[src/rtl/core/idc_pkg.sv]
// Shared types, constants and helper functions for the inclinometer display controller.
// Has no dependencies; every other file in rtl/core uses it through scoped names.

package idc_pkg;

    localparam int ANGLE_W   = 16;
    localparam int TICK_W    = 16;
    localparam int SEG_W     = 8;
    localparam int HOLD_W    = 18;
    localparam int DISP_W    = 19;
    localparam int MAG_W     = 17;
    localparam int CFG_IDX_W = 4;
    localparam int CFG_DAT_W = 16;
    localparam int IN_DAT_W  = 40;
    localparam int OUT_DAT_W = 48;

    // Configuration register indexes.
    localparam logic [CFG_IDX_W-1:0] REG_STORED_OFFSET = 4'd0;
    localparam logic [CFG_IDX_W-1:0] REG_STORED_VALID  = 4'd1;
    localparam logic [CFG_IDX_W-1:0] REG_BLINK_PERIOD  = 4'd2;
    localparam logic [CFG_IDX_W-1:0] REG_REARM_DELAY   = 4'd3;

    localparam logic [TICK_W-1:0] BLINK_PERIOD_RST = 16'd250;
    localparam logic [TICK_W-1:0] REARM_DELAY_RST  = 16'd1000;

    // Active-low glyphs, bit order dp g f e d c b a.
    localparam logic [SEG_W-1:0] SEG_MINUS = 8'hFB;
    localparam logic [SEG_W-1:0] SEG_PLUS  = 8'hF3;
    localparam logic [SEG_W-1:0] SEG_DP    = 8'h7F;
    localparam logic [SEG_W-1:0] SEG_BLANK = 8'hFF;
    localparam logic [SEG_W-1:0] SEG_NINE  = 8'h98;

    // Range limits of the magnitude in hundredths of a degree.
    localparam logic [MAG_W-1:0] MAG_FINE_LIMIT   = 17'd1000;
    localparam logic [MAG_W-1:0] MAG_COARSE_LIMIT = 17'd9000;

    typedef struct packed {
        logic                     calibrate_level;
        logic                     hold_level;
        logic [TICK_W-1:0]        now;
        logic signed [ANGLE_W-1:0] angle;
        logic                     sensor_ok;
    } item_t;

    typedef struct packed {
        logic signed [ANGLE_W-1:0] saved_offset;
        logic                     save_strobe;
        logic                     cal_led;
        logic [SEG_W-1:0]         seg_sign;
        logic [SEG_W-1:0]         seg_high;
        logic [SEG_W-1:0]         seg_low;
    } res_t;

    function automatic logic [SEG_W-1:0] seg_font(input logic [3:0] digit);
        logic [SEG_W-1:0] pat;
        case (digit)
            4'd0:    pat = 8'hC0;
            4'd1:    pat = 8'hF9;
            4'd2:    pat = 8'hA4;
            4'd3:    pat = 8'hB0;
            4'd4:    pat = 8'h99;
            4'd5:    pat = 8'h92;
            4'd6:    pat = 8'h82;
            4'd7:    pat = 8'hF8;
            4'd8:    pat = 8'h80;
            4'd9:    pat = 8'h98;
            default: pat = SEG_BLANK;
        endcase
        return pat;
    endfunction

    // Division by ten for values below 128, by reciprocal multiplication.
    function automatic logic [3:0] div10(input logic [6:0] x);
        logic [14:0] prod;
        prod = 15'(x) * 15'd205;
        return prod[14:11];
    endfunction

    // True when the wrapped distance from mark to now exceeds limit.
    function automatic logic elapsed(input logic [TICK_W-1:0] now,
                                     input logic [TICK_W-1:0] mark,
                                     input logic [TICK_W-1:0] limit);
        logic [TICK_W-1:0] diff;
        diff = now - mark;
        return diff > limit;
    endfunction

endpackage

[src/rtl/core/idc_in_stage.sv]
// Input register of the inclinometer display controller: holds one request
// until the control stage takes it. Depends on idc_pkg.

module idc_in_stage
(
    input  logic                              clk,
    input  logic                              rst_n,
    input  logic                              s_tvalid,
    output logic                              s_tready,
    input  logic [idc_pkg::IN_DAT_W-1:0]      s_tdata,
    input  logic                              advance,
    output logic                              in_valid,
    output idc_pkg::item_t                    item
);

    logic           valid_reg;
    logic           valid_next;
    idc_pkg::item_t item_reg;

    assign s_tready = !valid_reg || advance;

    always_comb
    begin
        valid_next = valid_reg;
        if (s_tready)
        begin
            valid_next = s_tvalid;
        end
    end

    always_ff @(posedge clk or negedge rst_n)
    begin
        if (!rst_n)
        begin
            valid_reg <= 1'b0;
        end
        else
        begin
            valid_reg <= valid_next;
        end
    end

    always_ff @(posedge clk)
    begin
        if (s_tready && s_tvalid)
        begin
            item_reg <= s_tdata[$bits(idc_pkg::item_t)-1:0];
        end
    end

    assign in_valid = valid_reg;
    assign item     = item_reg;

endmodule

[src/rtl/core/idc_digits.sv]
// Auto-ranging of a tilt magnitude onto the two numeric seven-segment digits.
// Pure combinational logic; depends on idc_pkg for the font and constants.

module idc_digits
(
    input  logic [idc_pkg::MAG_W-1:0] mag,
    output logic [idc_pkg::SEG_W-1:0] seg_low,
    output logic [idc_pkg::SEG_W-1:0] seg_high
);

    logic [26:0] q_prod;
    logic [6:0]  q100;
    logic [9:0]  r_full;
    logic [6:0]  r100;
    logic [3:0]  tenths;
    logic [3:0]  tens;
    logic [3:0]  units;

    // Below 9000 the quotient by 100 is exact with this reciprocal.
    assign q_prod = 27'(mag[13:0]) * 27'd5243;
    assign q100   = q_prod[25:19];
    assign r_full = mag[9:0] - 10'(q100) * 10'd100;
    assign r100   = r_full[6:0];
    assign tenths = idc_pkg::div10(r100);
    assign tens   = idc_pkg::div10(q100);
    assign units  = q100[3:0] - tens * 4'd10;

    always_comb
    begin
        if (mag < idc_pkg::MAG_FINE_LIMIT)
        begin
            seg_low  = idc_pkg::seg_font(tenths);
            seg_high = idc_pkg::seg_font(q100[3:0]) & idc_pkg::SEG_DP;
        end
        else if (mag < idc_pkg::MAG_COARSE_LIMIT)
        begin
            seg_low  = idc_pkg::seg_font(units);
            seg_high = idc_pkg::seg_font(tens);
        end
        else
        begin
            seg_low  = idc_pkg::SEG_BLANK;
            seg_high = idc_pkg::SEG_BLANK;
        end
    end

endmodule

[src/rtl/core/idc_ctrl.sv]
// Control stage: configuration registers, mode, offsets, debouncer, blink
// timing and the digit registers. Depends on idc_pkg and idc_digits.

module idc_ctrl
(
    input  logic                               clk,
    input  logic                               rst_n,
    input  logic                               step,
    input  idc_pkg::item_t                     item,
    input  logic                               cfg_valid,
    input  logic [idc_pkg::CFG_IDX_W-1:0]      cfg_index,
    input  logic [idc_pkg::CFG_DAT_W-1:0]      cfg_data,
    output idc_pkg::res_t                      result
);

    logic signed [idc_pkg::ANGLE_W-1:0] stored_offset_reg, stored_offset_next;
    logic                               stored_valid_reg, stored_valid_next;
    logic [idc_pkg::TICK_W-1:0]         blink_period_reg, blink_period_next;
    logic [idc_pkg::TICK_W-1:0]         rearm_delay_reg, rearm_delay_next;

    logic                               calibrating_reg, calibrating_next;
    logic signed [idc_pkg::ANGLE_W-1:0] cal_offset_reg, cal_offset_next;
    logic                               is_cal_reg, is_cal_next;
    logic signed [idc_pkg::HOLD_W-1:0]  hold_offset_reg, hold_offset_next;
    logic [idc_pkg::TICK_W-1:0]         blink_mark_reg, blink_mark_next;
    logic                               led_reg, led_next;
    logic [idc_pkg::SEG_W-1:0]          err_glyph_reg, err_glyph_next;
    logic                               inhibit_reg, inhibit_next;
    logic                               rel_timing_reg, rel_timing_next;
    logic [idc_pkg::TICK_W-1:0]         rel_mark_reg, rel_mark_next;
    logic [idc_pkg::SEG_W-1:0]          dig_low_reg, dig_low_next;
    logic [idc_pkg::SEG_W-1:0]          dig_high_reg, dig_high_next;
    logic [idc_pkg::SEG_W-1:0]          dig_sign_reg, dig_sign_next;

    logic signed [idc_pkg::DISP_W-1:0]  disp;
    logic signed [idc_pkg::DISP_W-1:0]  disp_abs;
    logic                               positive;
    logic [idc_pkg::SEG_W-1:0]          num_low;
    logic [idc_pkg::SEG_W-1:0]          num_high;
    logic                               press;
    logic                               strobe;
    logic [idc_pkg::SEG_W-1:0]          glyph_flip;

    assign disp = idc_pkg::DISP_W'(item.angle) - idc_pkg::DISP_W'(cal_offset_reg)
                - idc_pkg::DISP_W'(hold_offset_reg);
    assign positive = !disp[idc_pkg::DISP_W-1];
    assign disp_abs = positive ? disp : -disp;

    idc_digits u_digits
    (
        .mag      (disp_abs[idc_pkg::MAG_W-1:0]),
        .seg_low  (num_low),
        .seg_high (num_high)
    );

    // Hold button debouncer: a press is reported once, and re-arms only when the
    // button is seen released longer than the rearm delay after its first release.
    always_comb
    begin
        press           = 1'b0;
        inhibit_next    = inhibit_reg;
        rel_timing_next = rel_timing_reg;
        rel_mark_next   = rel_mark_reg;
        if (step && item.sensor_ok)
        begin
            if (!inhibit_reg)
            begin
                if (item.hold_level)
                begin
                    inhibit_next = 1'b1;
                    press        = 1'b1;
                end
            end
            else if (!item.hold_level)
            begin
                if (rel_timing_reg)
                begin
                    if (idc_pkg::elapsed(item.now, rel_mark_reg, rearm_delay_reg))
                    begin
                        inhibit_next    = 1'b0;
                        rel_timing_next = 1'b0;
                    end
                end
                else
                begin
                    rel_timing_next = 1'b1;
                    rel_mark_next   = item.now;
                end
            end
        end
    end

    assign glyph_flip = (err_glyph_reg == idc_pkg::SEG_BLANK) ? idc_pkg::SEG_NINE
                                                             : idc_pkg::SEG_BLANK;

    always_comb
    begin
        stored_offset_next = stored_offset_reg;
        stored_valid_next  = stored_valid_reg;
        blink_period_next  = blink_period_reg;
        rearm_delay_next   = rearm_delay_reg;
        calibrating_next   = calibrating_reg;
        cal_offset_next    = cal_offset_reg;
        is_cal_next        = is_cal_reg;
        hold_offset_next   = hold_offset_reg;
        blink_mark_next    = blink_mark_reg;
        led_next           = led_reg;
        err_glyph_next     = err_glyph_reg;
        dig_low_next       = dig_low_reg;
        dig_high_next      = dig_high_reg;
        dig_sign_next      = dig_sign_reg;
        strobe             = 1'b0;

        if (step)
        begin
            if (item.sensor_ok)
            begin
                dig_low_next  = num_low;
                dig_high_next = num_high;
                dig_sign_next = positive ? idc_pkg::SEG_PLUS : idc_pkg::SEG_MINUS;
                if (calibrating_reg)
                begin
                    led_next = 1'b1;
                    if (press)
                    begin
                        cal_offset_next  = item.angle;
                        hold_offset_next = '0;
                        strobe           = 1'b1;
                        is_cal_next      = 1'b1;
                        led_next         = 1'b0;
                        calibrating_next = 1'b0;
                    end
                end
                else
                begin
                    if (press)
                    begin
                        hold_offset_next = hold_offset_reg + disp[idc_pkg::HOLD_W-1:0];
                    end
                    else if (item.calibrate_level)
                    begin
                        calibrating_next = 1'b1;
                    end
                    if (!is_cal_reg
                        && idc_pkg::elapsed(item.now, blink_mark_reg, blink_period_reg))
                    begin
                        led_next        = !led_reg;
                        blink_mark_next = item.now;
                    end
                end
            end
            else if (idc_pkg::elapsed(item.now, blink_mark_reg, blink_period_reg))
            begin
                err_glyph_next  = glyph_flip;
                dig_low_next    = glyph_flip;
                dig_high_next   = glyph_flip;
                blink_mark_next = item.now;
            end
        end
        else if (cfg_valid)
        begin
            // Writing either store register reloads the calibration as at power-up.
            case (cfg_index)
                idc_pkg::REG_STORED_OFFSET:
                begin
                    stored_offset_next = cfg_data;
                    cal_offset_next    = stored_valid_reg ? cfg_data : '0;
                    is_cal_next        = stored_valid_reg;
                end
                idc_pkg::REG_STORED_VALID:
                begin
                    stored_valid_next = cfg_data[0];
                    cal_offset_next   = cfg_data[0] ? stored_offset_reg : '0;
                    is_cal_next       = cfg_data[0];
                end
                idc_pkg::REG_BLINK_PERIOD: blink_period_next = cfg_data;
                idc_pkg::REG_REARM_DELAY:  rearm_delay_next  = cfg_data;
                default: ;
            endcase
        end
    end

    always_ff @(posedge clk or negedge rst_n)
    begin
        if (!rst_n)
        begin
            stored_offset_reg <= '0;
            stored_valid_reg  <= 1'b0;
            blink_period_reg  <= idc_pkg::BLINK_PERIOD_RST;
            rearm_delay_reg   <= idc_pkg::REARM_DELAY_RST;
            calibrating_reg   <= 1'b0;
            cal_offset_reg    <= '0;
            is_cal_reg        <= 1'b0;
            hold_offset_reg   <= '0;
            blink_mark_reg    <= '0;
            led_reg           <= 1'b0;
            err_glyph_reg     <= idc_pkg::SEG_BLANK;
            inhibit_reg       <= 1'b0;
            rel_timing_reg    <= 1'b0;
            rel_mark_reg      <= '0;
            dig_low_reg       <= idc_pkg::SEG_BLANK;
            dig_high_reg      <= idc_pkg::SEG_BLANK;
            dig_sign_reg      <= idc_pkg::SEG_BLANK;
        end
        else
        begin
            stored_offset_reg <= stored_offset_next;
            stored_valid_reg  <= stored_valid_next;
            blink_period_reg  <= blink_period_next;
            rearm_delay_reg   <= rearm_delay_next;
            calibrating_reg   <= calibrating_next;
            cal_offset_reg    <= cal_offset_next;
            is_cal_reg        <= is_cal_next;
            hold_offset_reg   <= hold_offset_next;
            blink_mark_reg    <= blink_mark_next;
            led_reg           <= led_next;
            err_glyph_reg     <= err_glyph_next;
            inhibit_reg       <= inhibit_next;
            rel_timing_reg    <= rel_timing_next;
            rel_mark_reg      <= rel_mark_next;
            dig_low_reg       <= dig_low_next;
            dig_high_reg      <= dig_high_next;
            dig_sign_reg      <= dig_sign_next;
        end
    end

    always_comb
    begin
        result.seg_low      = dig_low_next;
        result.seg_high     = dig_high_next;
        result.seg_sign     = dig_sign_next;
        result.cal_led      = led_next;
        result.save_strobe  = strobe;
        result.saved_offset = strobe ? item.angle : '0;
    end

endmodule

[src/rtl/core/inclinometer_display_controller_top.sv]
// Path: an accepted request goes from the input register to the result register,
// which drives the master side. Throughput: one request per cycle while m_tready
// is high; each request makes one pass through the control stage between the two.
// Reset: rst_n is asynchronous and active low; it empties both registers, blanks
// all digits, selects measure mode and loads the configuration defaults.
// Depends on idc_pkg, idc_in_stage, idc_ctrl and idc_digits.

module inclinometer_display_controller_top
(
    input  logic                               clk,
    input  logic                               rst_n,
    input  logic                               s_tvalid,
    output logic                               s_tready,
    // [0] sensor_ok, [16:1] angle, [32:17] now, [33] hold_level,
    // [34] calibrate_level, [39:35] zero
    input  logic [idc_pkg::IN_DAT_W-1:0]       s_tdata,
    output logic                               m_tvalid,
    input  logic                               m_tready,
    // [7:0] seg_low, [15:8] seg_high, [23:16] seg_sign, [24] cal_led,
    // [25] save_strobe, [41:26] saved_offset, [47:42] zero
    output logic [idc_pkg::OUT_DAT_W-1:0]      m_tdata,
    input  logic                               cfg_valid,
    output logic                               cfg_ready,
    input  logic [idc_pkg::CFG_IDX_W-1:0]      cfg_index,
    input  logic [idc_pkg::CFG_DAT_W-1:0]      cfg_data
);

    logic           in_valid;
    logic           advance;
    idc_pkg::item_t item;
    idc_pkg::res_t  result;
    idc_pkg::res_t  out_data_reg;
    logic           out_valid_reg;
    logic           out_valid_next;

    assign advance   = in_valid && (!out_valid_reg || m_tready);
    // A register write is taken only in a cycle where no request is processed.
    assign cfg_ready = !advance;

    idc_in_stage u_in_stage
    (
        .clk      (clk),
        .rst_n    (rst_n),
        .s_tvalid (s_tvalid),
        .s_tready (s_tready),
        .s_tdata  (s_tdata),
        .advance  (advance),
        .in_valid (in_valid),
        .item     (item)
    );

    idc_ctrl u_ctrl
    (
        .clk       (clk),
        .rst_n     (rst_n),
        .step      (advance),
        .item      (item),
        .cfg_valid (cfg_valid),
        .cfg_index (cfg_index),
        .cfg_data  (cfg_data),
        .result    (result)
    );

    always_comb
    begin
        out_valid_next = out_valid_reg;
        if (advance)
        begin
            out_valid_next = 1'b1;
        end
        else if (m_tready)
        begin
            out_valid_next = 1'b0;
        end
    end

    always_ff @(posedge clk or negedge rst_n)
    begin
        if (!rst_n)
        begin
            out_valid_reg <= 1'b0;
        end
        else
        begin
            out_valid_reg <= out_valid_next;
        end
    end

    always_ff @(posedge clk)
    begin
        if (advance)
        begin
            out_data_reg <= result;
        end
    end

    assign m_tvalid = out_valid_reg;
    assign m_tdata  = idc_pkg::OUT_DAT_W'(out_data_reg);

endmodule

[config.mk]
export PLATFORM = sky130hd
export DESIGN_NAME = inclinometer_display_controller_top
export DESIGN_NICKNAME = d
export VERILOG_FILES = /design/src/rtl/core/idc_pkg.sv /design/src/rtl/core/idc_in_stage.sv /design/src/rtl/core/idc_digits.sv /design/src/rtl/core/idc_ctrl.sv /design/src/rtl/core/inclinometer_display_controller_top.sv
export SDC_FILE = /design/constraint.sdc
export NUM_CORES = 1
export LEC_CHECK = 0
export ABC_AREA = 1
export BUFFER_PORTS_ARGS = -buffer_cell sky130_fd_sc_hd__buf_2
export CAP_MARGIN = 40
export CORE_MARGIN = 5
export CORE_UTILIZATION = 40
export CTS_CLUSTER_SIZE = 8
export DETAILED_ROUTE_END_ITERATION = 8
export PLACE_DENSITY_LB_ADDON = 0.2
export SLEW_MARGIN = 15
export SYNTH_ARGS = -nofsm -noshare
export SYNTH_HDL_FRONTEND = slang
export SYNTH_SLANG_ARGS = --single-unit
[constraint.sdc]
create_clock -name clk -period 20.6 [get_ports clk]
set_input_delay 1.03 -clock clk [delete_from_list [all_inputs] [get_ports clk]]
set_output_delay 1.03 -clock clk [all_outputs]
set_load 0.02 [all_outputs]
# Word level (Yosys, flattened, before mapping)
# Memory sizes are Yosys's and may differ from the RTL's.
# Cells that the tools add are included.
op_classes:
  eq_ne: 9
  n_mul: 5
  reduce_logical: 27
  addsub: 8
  n_lt_le_gt_ge: 4
  n_bitwise: 4
  n_mux: 57
ops:
  columns: ["operator", "count"]
  rows:
  - ["16-bit two-way mux", 11]
  - ["8-bit two-way mux", 12]
  - ["18-bit two-way mux", 3]
  - ["16-bit > comparator", 2]
  - ["16-bit case mux with 2 select lines", 1]
  - ["16-bit subtractor", 2]
  - ["7-bit by 8-bit multiplier with 15-bit output, second input constant", 2]
  - ["14-bit by 13-bit multiplier with 26-bit output, second input constant", 1]
  - ["1-bit two-way mux", 26]
  - ["3-bit AND reduction", 7]
  - ["17-bit by 18-bit subtractor with 19-bit output", 1]
  - ["18-bit adder", 1]
  - ["17-bit by 10-bit less-than comparator with 1-bit output, second input constant", 1]
  - ["17-bit by 14-bit less-than comparator with 1-bit output, second input constant", 1]
  - ["17-bit two-way mux", 1]
  - ["17-bit negator", 1]
  - ["16-bit by 16-bit subtractor with 17-bit output", 1]
  - ["4-bit by 2-bit == test with 1-bit output, second input constant", 2]
  - ["8-bit == test, second input constant", 1]
  - ["2-bit by 1-bit inequality test with 1-bit output, second input constant", 4]
  - ["4-bit AND reduction", 2]
  - ["7-bit by 5-bit multiplier with 5-bit output, second input constant", 1]
  - ["7-bit two-way mux", 1]
  - ["7-bit subtractor", 1]
  - ["other kinds (15)", 28]
totals:
  memories: 4
  in_bits: 65
  ff_bits: 231
  wordCells: 148
  romBits: 448
memory_table:
  columns: ["memory", "words", "width", "rd", "rd_ports_with_merged_regs", "wr", "line_no", "text"]
  rows:
  - ["(name not given)", 16, 7, 1, 0, 0, "idc_pkg.sv:56", "case (digit)"]
  - ["(name not given)", 16, 7, 1, 0, 0, "idc_pkg.sv:56", null]
  - ["(name not given)", 16, 7, 1, 0, 0, "idc_pkg.sv:56", null]
  - ["(name not given)", 16, 7, 1, 0, 0, "idc_pkg.sv:56", null]

# Depth between registers and ports, before layout
# An unclocked memory read counts as a cell.
logic_depth:
  depth_word: 13
  ltp_mapped: 76
  depth_no_buf: 76

# Modules after synthesis
# A second synthesis with hierarchy kept.
hier_totals:
  hier_cells: 2394
  hier_area_um2: 20106.8
by_module_without_submodules:
  columns: ["module", "area_each_um2", "cells_per_inst", "n_inst", "seq_area_each_um2"]
  rows:
  - ["idc_ctrl", 11116.9, 1487, 1, 3674.8]
  - ["idc_digits", 6531.3, 810, 1, 0.0]
  - ["inclinometer_display_controller_top", 1362.6, 56, 1, 1286.2]
  - ["idc_in_stage", 1096.1, 41, 1, 1076.0]

# Least setup slack after synthesis
# Ideal clock, no wire load.
synth_path:
  kind: "register to register"
  startpoint: "register u_in_stage.item_reg, in the netlist u_in_stage.item[1]"
  endpoint: "register out_data_reg, in the netlist m_tdata[5] (data pin)"
  t_arrival_ns: 11.267
  slack_ns: 9.072
  n_path_buf: 0
  stages_incl_launch_ff: 64
  setup_ns: 0.261
  period_less_slack_ns: 11.528
  required_ns: 20.339
  path_cell_list: "edfxtp_1 -> fa_1 -> ha_1 -> xnor2_1 -> ha_1 -> inv_1 -> nor2_1 -> nand2_2 -> nor2_2 -> nand3_1 -> nor2_2 -> nand3_1 -> nand3_1 -> nand2_4 -> inv_1 -> nand2_1 -> nand2_1 -> inv_1 -> (+28 left out) -> inv_1 -> ha_1 -> a21oi_1 -> o21ai_0 -> a221oi_1 -> inv_1 -> nor2_1 -> nand2_1 -> nand2_1 -> inv_1 -> ha_1 -> nor2_1 -> o21ai_0 -> o21ai_0 -> nand3_1 -> nand2_1 -> o21bai_1 -> nand2_1"
synth_rtl:
  columns: ["item", "line_no", "text"]
  rows:
  - ["start: declaration", "idc_in_stage.sv:18", "idc_pkg::item_t item_reg;"]
  - ["start signal: assignment", "idc_in_stage.sv:47", "item_reg <= s_tdata[$bits(idc_pkg::item_t)-1:0];"]
  - ["end signal: assignment", "inclinometer_display_controller_top.sv:93", "out_data_reg <= result;"]
  - ["end: declaration", "inclinometer_display_controller_top.sv:32", "idc_pkg::res_t out_data_reg;"]

==> run_results.csv <==
group,metric,value,unit
sta,hold_violations,0,
critical_path,critPathMaxFanout,19,
clock_tree,cts_resized,0,
placement,numPortBuffers,104,
sta,slew_violations,0,
floorplan,die_w,235,um
yosys,syn_inst,2491,
clock_tree,cts_buffer_depth,3,
clock_tree,cts_tree,"done",
drt,finalWirelength,49800,um
floorplan,start_util,40.3,%
critical_path,cp_data_arrival_time,13.44,ns
yosys,avgSynthCellArea,8.10,sq um
global_routing,grt_pass1_vias,16252,
critical_path,end_kind,"flip-flop",
critical_path,path_delay_family,"adder cells",
clock_tree,h-tree-depth,2,
clock_tree,cts_buffers,34,
drt,final_antenna_net_count,0,
yosys,ys.flop_type,"dfrtp_1",
placement,placed_area,21600,sq um
worst_hold_path,hold_class,"reg2reg",
final_layout,postLayoutCellArea,22600,sq um
final_layout,register_area,6040,sq um
yosys,synth_warnings,0,
sta,slew_headroom,47.6,%
drt,via_per_inst,4.91,
sta,rsz0062_at_grt,"no",
worst_hold_path,hold_end,"u_ctrl.dig_sign_reg[2]$_DFF_PN1_",
sta,setup_tns,0,ns
floorplan,die_h,235,um
final_layout,fillers,5039,
final_layout,drive_above_1_share,9.82,%
drt,route.detailed.drc,0,
critical_path,r2r-end,"m_tdata[1]$_DFFE_PP_",
sta,fmax,75.8,MHz
global_routing,grtUsageTotal,18.3,%
placement,dp_hpwl,40400,um
yosys,seq_area_frac_synth,29.9,%
clock_tree,numClockSinks,224,
sta,max_slew.worst_pin.slew,0.782,ns
final_layout,nets,3063,
critical_path,reg2reg_slack,7.40,ns
global_routing,grt_pass1_wl,81700,um
global_routing,grt_max_degree,79,
floorplan,core_area,50100,sq um
clock_tree,clkTransAtPathRegs,0.05,ns
critical_path,crit_path_top_delay_cell,"edfxtp_1",
floorplan,die-area,55000,sq um
global_routing,grt_overflow,0,
drt,num_vias,16265,
critical_path,cp_data_required_time,20.85,ns
final_layout,multiInputGateArea,12000,sq um
clock_tree,clock_latency,0.53,ns
sta,period_share,64.1,%
yosys,synth_edf_count,77,
yosys,ys_types,57,
yosys,synth_area,20200,sq um
sta,whs,0.441,ns
placement,routabilityCongestion,0.872,
drt,drt-initial-drc-count,761,
flow_run,drv_cap,0,
run_status,status,"complete, no violations",
sta,setup_viol,0,
clock_tree,post_cts_buffers,0,
worst_hold_path,min-delay-start,"u_ctrl.dig_sign_reg[2]$_DFF_PN1_",
critical_path,critical_path_class,"reg2reg",
critical_path,worstReg2RegStart,"u_in_stage.item[16]$_DFFE_PP_",
placement,dp_cells,3249,
critical_path,path_buf_inv,13,
clock_tree,cts_hold_buf,0,
critical_path,worst_r2r_path_depth,59,
critical_path,critPathMaxStageDelay,0.56,ns
yosys,postSynth.asyncResetShare,65.6,%
final_layout,finalNonFillerCells,3310,
clock_tree,clock-root-buffer,"clkbuf_16",
sta,fin_crit,13.20,ns
final_layout,largest_register_ffs,42,
drt,wl_per_cell,15.0,um
critical_path,startpoint,"u_in_stage.item[16]$_DFFE_PP_",
yosys,ys_ff_latch,224,
drt,drtPass1Iterations,5,
critical_path,crit_path_start_kind,"flip-flop",
sta,fin_worst_skew,0.0294,ns
final_layout,area_delta_synth_final,12.1,%
worst_hold_path,whs_path_depth,2,
floorplan,row_count,82,
floorplan,boundaryPins,116,
global_routing,antenna_found_initial,2,
per-layer routing:
metal / GRT usage (%) / wire, um / part of all wire (%)
met5: 0 / 0 / 0
met3: 2.89 / 2210 / 4.4
met4: 3.87 / 826 / 1.7
met1: 25.4 / 23700 / 48
met2: 30.6 / 23100 / 46
worst register-to-register path: cells and delay by family, from the launching register on:
kind	cells	cell delay, ns
fa+ha+maj	14	5.80
simple gates	17	2.09
compound gates	11	1.87
buf+inv	13	1.34
xor+xnor	4	1.30
flops	1	0.56
layout by cell type, fill, tap and decap left out, drive strengths merged, types with 18 or more instances in the layout:
master,count
nand2,550
inv,526
ha,288
o21ai,188
a21oi,137
nor2,126
buf,123
dfrtp,110
fa,97
nand3,96
edfxtp,77
clkbuf,57
xor2,56
dfstp,37
nand4,29
nor3,18
logic make-up (layout without fill, tap and decap cells):
family,after synthesis,after routing,synth area share (%)
AOI/OAI and AO/OA,395,395,10.7
xor gates and xnor gates,70,70,3.04
adders and majority gates,385,385,27.5
buffers and inverters,568,709,10.8
DFF,224,224,29.9
other,1,7,0.0186
and+or+nand+nor,848,848,18.1
through the flow:
step / util [%] / setup WS, ns
3_3_place_gp: 42.9 / 7.50
4_1_cts: 45.2 / 7.31
5_1_grt: 45.2 / 6.17
6_report: 45.2 / 7.40
3_5_place_dp: 43.1 / 7.33
2_1_floorplan: - / 9.07
synth_stat cells, drive strengths merged (2+ instances only):
cell / number / area share [%]
o221ai: 2 / 0.087
a311oi: 2 / 0.087
a211oi: 2 / 0.074
o2111ai: 3 / 0.13
a21o: 8 / 0.30
xor2: 56 / 2.4
nand3b: 8 / 0.30
fa: 97 / 9.6
nor2: 126 / 2.6
dfrtp: 110 / 14
edfxtp: 77 / 11
o22ai: 15 / 0.47
nor4: 5 / 0.16
o21bai: 14 / 0.52
clkbuf: 31 / 0.58
nand4: 29 / 0.93
ha: 288 / 18
o211ai: 6 / 0.22
buf: 11 / 0.40
inv: 524 / 9.7
nand3: 96 / 2.5
or2: 12 / 0.37
o21ai: 188 / 4.7
nand2: 550 / 11
o21a: 2 / 0.074
dfstp: 37 / 4.8
a31oi: 4 / 0.12
a21oi: 137 / 3.4
clkinv: 2 / 0.037
xnor2: 14 / 0.61
and2: 3 / 0.093
o31ai: 5 / 0.19
nor3: 18 / 0.47
worst max-delay path by stage:
stage | endpoint | cells after the start
after global placement | m_tdata[5]$_DFFE_PP_ | 64
final | m_tdata[1]$_DFFE_PP_ | 59
after CTS | m_tdata[1]$_DFFE_PP_ | 59
after floorplan | m_tdata[5]$_DFFE_PP_ | 63
after global routing | m_tdata[1]$_DFFE_PP_ | 59
after detailed placement | m_tdata[5]$_DFFE_PP_ | 61
area by class of cell:
| cell class | instances | share of cell area (%) |
|---|---|---|
| sequential | 224 | 26.7 |
| antenna | 1 | 0.0111 |
| timing repair buffer | 123 | 3.30 |
| inverter | 526 | 8.73 |
| clock inverter | 3 | 0.149 |
| clock buffer | 57 | 4.33 |
| multi-input combinational | 1704 | 53.1 |
| tap | 672 | 3.72 |
Power is left out: the tool's default activity adds up to more than one toggle a clock period on the data nets, which glitch-free logic cannot reach.
